==> config.mk <==
export PLATFORM = sky130hd
export DESIGN_NAME = fvdft_ctrl
export DESIGN_NICKNAME = d
export VERILOG_FILES = /design/src/design/fvdft_pkg.sv /design/src/design/fvdft_ctrl.sv
export SDC_FILE = /design/constraint.sdc
export NUM_CORES = 1
export LEC_CHECK = 0
export BUFFER_PORTS_ARGS = -buffer_cell sky130_fd_sc_hd__buf_2
export CORE_AREA = 5 5 42 44
export CTS_CLUSTER_DIAMETER = 150
export DETAILED_ROUTE_END_ITERATION = 7
export DIE_AREA = 0 0 47 49
export REMOVE_ABC_BUFFERS = 1
export SYNTH_ARGS = -nofsm -noshare
export SYNTH_HDL_FRONTEND = slang
export SYNTH_SLANG_ARGS = --single-unit
==> constraint.sdc <==
create_clock -name clk -period 3.5 [get_ports clk]
set_input_delay 0.35 -clock clk [delete_from_list [all_inputs] [get_ports clk]]
set_output_delay 0.35 -clock clk [all_outputs]
set_load 0.005 [all_outputs]
==> src/design/fvdft_pkg.sv <==
// Shared types and codes for the face vertex dedup fan triangulator.
`timescale 1ns / 1ps
package fvdft_pkg;

    // Result status codes
    localparam logic [2:0] ST_OK         = 3'd0;
    localparam logic [2:0] ST_BAD_POS    = 3'd1;
    localparam logic [2:0] ST_SHORT_FACE = 3'd2;
    localparam logic [2:0] ST_TABLE_FULL = 3'd3;
    localparam logic [2:0] ST_HALTED     = 3'd4;

    // How the current item ends
    typedef enum logic [2:0] {
        K_HALTED,
        K_BAD,
        K_FULL,
        K_HIT,
        K_NEW
    } fvdft_kind_t;

    // Controller to datapath
    typedef struct packed {
        logic        load;
        logic        start_scan;
        logic        scan_step;
        logic        hit_take;
        logic        write_new;
        logic        finish;
        fvdft_kind_t kind;
    } fvdft_cmd_t;

    // Datapath to controller
    typedef struct packed {
        logic halted;
        logic pos_bad;
        logic hit;
        logic miss;
        logic full;
        logic out_free;
    } fvdft_stat_t;

endpackage

==> src/design/fvdft_ctrl.sv <==
// Control state machine: load, evaluate, table scan, result delivery.
`timescale 1ns / 1ps
module fvdft_ctrl
    import fvdft_pkg::*;
(
    input  logic        clk,
    input  logic        rst_n,
    input  logic        s_tvalid,
    output logic        s_tready,
    input  fvdft_stat_t stat,
    output fvdft_cmd_t  cmd
);

    typedef enum logic [1:0] {
        S_IDLE,
        S_EVAL,
        S_SCAN,
        S_FINISH
    } state_t;

    state_t      state_reg, state_next;
    fvdft_kind_t kind_reg, kind_next;

    // Next state and commands
    always_comb
    begin
        state_next     = state_reg;
        kind_next      = kind_reg;
        s_tready       = 1'b0;
        cmd            = '0;
        cmd.kind       = kind_reg;
        unique case (state_reg)
            S_IDLE:
            begin
                s_tready = 1'b1;
                if (s_tvalid)
                begin
                    cmd.load   = 1'b1;
                    state_next = S_EVAL;
                end
            end
            S_EVAL:
            begin
                if (stat.halted)
                begin
                    kind_next  = K_HALTED;
                    state_next = S_FINISH;
                end
                else if (stat.pos_bad)
                begin
                    kind_next  = K_BAD;
                    state_next = S_FINISH;
                end
                else
                begin
                    cmd.start_scan = 1'b1;
                    state_next     = S_SCAN;
                end
            end
            S_SCAN:
            begin
                cmd.scan_step = 1'b1;
                if (stat.hit)
                begin
                    cmd.hit_take = 1'b1;
                    kind_next    = K_HIT;
                    state_next   = S_FINISH;
                end
                else if (stat.miss)
                begin
                    if (stat.full)
                    begin
                        kind_next = K_FULL;
                    end
                    else
                    begin
                        cmd.write_new = 1'b1;
                        kind_next     = K_NEW;
                    end
                    state_next = S_FINISH;
                end
            end
            S_FINISH:
            begin
                if (stat.out_free)
                begin
                    cmd.finish = 1'b1;
                    state_next = S_IDLE;
                end
            end
            default:
            begin
                state_next = S_IDLE;
            end
        endcase
    end

    // State and registered kind
    always_ff @(posedge clk or negedge rst_n)
    begin
        if (!rst_n)
        begin
            state_reg <= S_IDLE;
            kind_reg  <= K_HALTED;
        end
        else
        begin
            state_reg <= state_next;
            kind_reg  <= kind_next;
        end
    end

endmodule

==> out/metrics.yaml <==
setup_viol: 0
grt_setup_unrepaired: "no"
crit_path_start: "state_reg[1]"
final_antenna_net_count: 0
yosysSeqAreaShare: 0.313
routed_wl_um: 881
ys_ff_latch: 5
cts_sinks: 5
fmax_ghz: 0.527
syn2layout_area_growth_pct: 36.7
clockPowerShare: 0.154
power.leakage_nw: 0.303
synth_edf_count: 0
routed-via-count: 349
crit_chain: "inv_1 -> ha_1 -> nor3b_2 -> buf_2"
reg2reg_depth: 5
setup_tns_ns: 0
drive_above_1_share: 0.413
numCtsBuffers: 3
tightest_slew_ns: 0.380
postCtsSetupBuffers: 0
synth-compound-area-share: 0.210
crit_required_ns: 3.15
initial_utilization: 0.285
crit_slowest_cell: "dfrtp_1"
synthFlopType: "dfrtp_1"
cp.arrival_ns: 1.55
critPathKind: "reg2out"
grt_max_degree: 10
fin_crit_ns: 1.90
die_h_um: 49
final_common_cell: "buf_2"
final_nets: 77
slowest_delay_ns: 0.41
track_usage: 0.0814
layout_common_cells: "buf_2, dfrtp_1, inv_1, ha_1"
io-pin-count: 19
vias_per_cell: 4.42
path_clk_slew_ns: 0.04
cap_viol_max_count: 0
place_hpwl_um: 746
overflow: 0
htreeDepth: 1
cp-end-kind: "output pin"
synth_mux_area_frac: 0.0627
p_int_mw: 0.258
instances_no_fill: 79
cp_top_family: "flip-flops"
period_share: 0.543
antenna_found_initial: 0
p_sw_frac: 0.375
setup_ws_ns: 1.60
grt_pass1_vias: 318
portBuffers: 18
fp.coreArea_um2: 1400
regToRegSetupSlack_ns: 1.80
die_x_um: 47
slew-limit-headroom: 0.746
nFillCells: 152
gp_congestion: 0.694
vdd.ir_drop.worst_uv: 316
rows: 14
outcome: "finished clean"
async_reset_ff_frac: 1.00
ys_warn_count: 0
reg2reg_from: "state_reg[0]"
powerDensity_nw_per_um2: 756
dp_cells: 74
ys_types: 25
netlist_instances: 40
timing.critical_path.fanout_max: 6
max-clock-path-buffers: 2
initialDrtViolationCount: 3
clock_skew_ns: 0.00155
startpoint_type: "register"
drc_errors: 0
die_area_um2: 2300
report.final.slew_viol_count: 0
clock_latency_ns: 0.23
synth_top_family_by_area: "simple AND/OR/NAND/NOR gates"
antennaDiodeCount: 0
syn_area_um2: 399
dr.pass1.iters: 3
final_hold_viol_count: 0
hp-class: "in2async"
pre_cts_ws_ns: 1.79
cts_tree: "built"
combPwrFrac: 0.572
cp.buffers_inverters: 2
syn_avg_cell_area_um2: 9.98
cts_root_buffer: "clkbuf_4"
seqPwrFrac: 0.274
reg2reg_to: "state_reg[1]"
wl_per_cell_um: 11.2
synthAdderAreaFrac: 0.125
grt_pass1_wl_mm: 1.36
synth-xor-area-share: 0
largest_reg_flops: 3
p_switching_mw: 0.155
yosys.area_share.simple: 0.251
==> cells by family (layout without fill, tap and decap cells) <==
family	Yosys count	in the layout
compound gates	11	11
fa+ha+maj	4	4
buf+inv	4	27
flops	5	5
mux	2	2
simple gates	14	14
==> Yosys cell counts, drive strengths merged, types with 2 or more instances <==
cell type,count,area (um2)
ha,4,50.1
nor3b,2,31.3
inv,4,15.0
nor2,3,11.3
nand2,2,7.51
and2,3,20.0
dfrtp,5,125
o21ai,2,10.0
o31ai,2,15.0
==> what timing repair did <==
item | CTS | global route
hold buffers | 1 | 0
resized for setup | 0 | 0
endpoints found under the hold margin | 5 | 0
==> cell type report <==
cell class	count	area [um2]	area share
repair buffers	19	100	0.183
inverters	4	15.0	0.0275
flip-flops and latches	5	125	0.229
well taps	16	20.0	0.0367
clock buffers	4	26.3	0.0482
multi-input cells	31	259	0.475
==> how the worst max path moves through the flow <==
stage                         to  cells after the start
CTS                       cmd[7]                      4
global route              cmd[7]                      4
finish                    cmd[7]                      4
global placement    state_reg[1]                      5
detailed placement  state_reg[1]                      5
floorplan           state_reg[1]                      5
==> through the flow <==
stage                     total power, mW  hold slack, ns  utilization  instance area [um2]
after detailed placement            0.354           0.168        0.363                  509
final                               0.412           0.449        0.389                  546
after global routing                0.455           0.459        0.389                  546
after CTS                           0.423           0.440        0.389                  546
after global placement              0.350           0.171        0.363                  509
after floorplan                     0.272          0.0544            -                  399
==> power by group through the flow <==
stage / Clock, mW / Sequential [mW] / Combinational [mW]
after detailed placement: 0 / 0.114 / 0.240
after global routing: 0.0693 / 0.117 / 0.268
after CTS: 0.0676 / 0.114 / 0.242
after floorplan: 0 / 0.111 / 0.161
final: 0.0635 / 0.113 / 0.236
after global placement: 0 / 0.113 / 0.237
==> layer usage <==
layer	share of wire	wire length (um)	vias to the layer above	track usage
met3	0.099	87	0	0.0185
met2	0.42	368	11	0.102
li1	-	-	191	-
met4	0	0	0	0.0553
met1	0.48	425	147	0.118
met5	0	0	-	0
(Power assumes the default switching activity.)
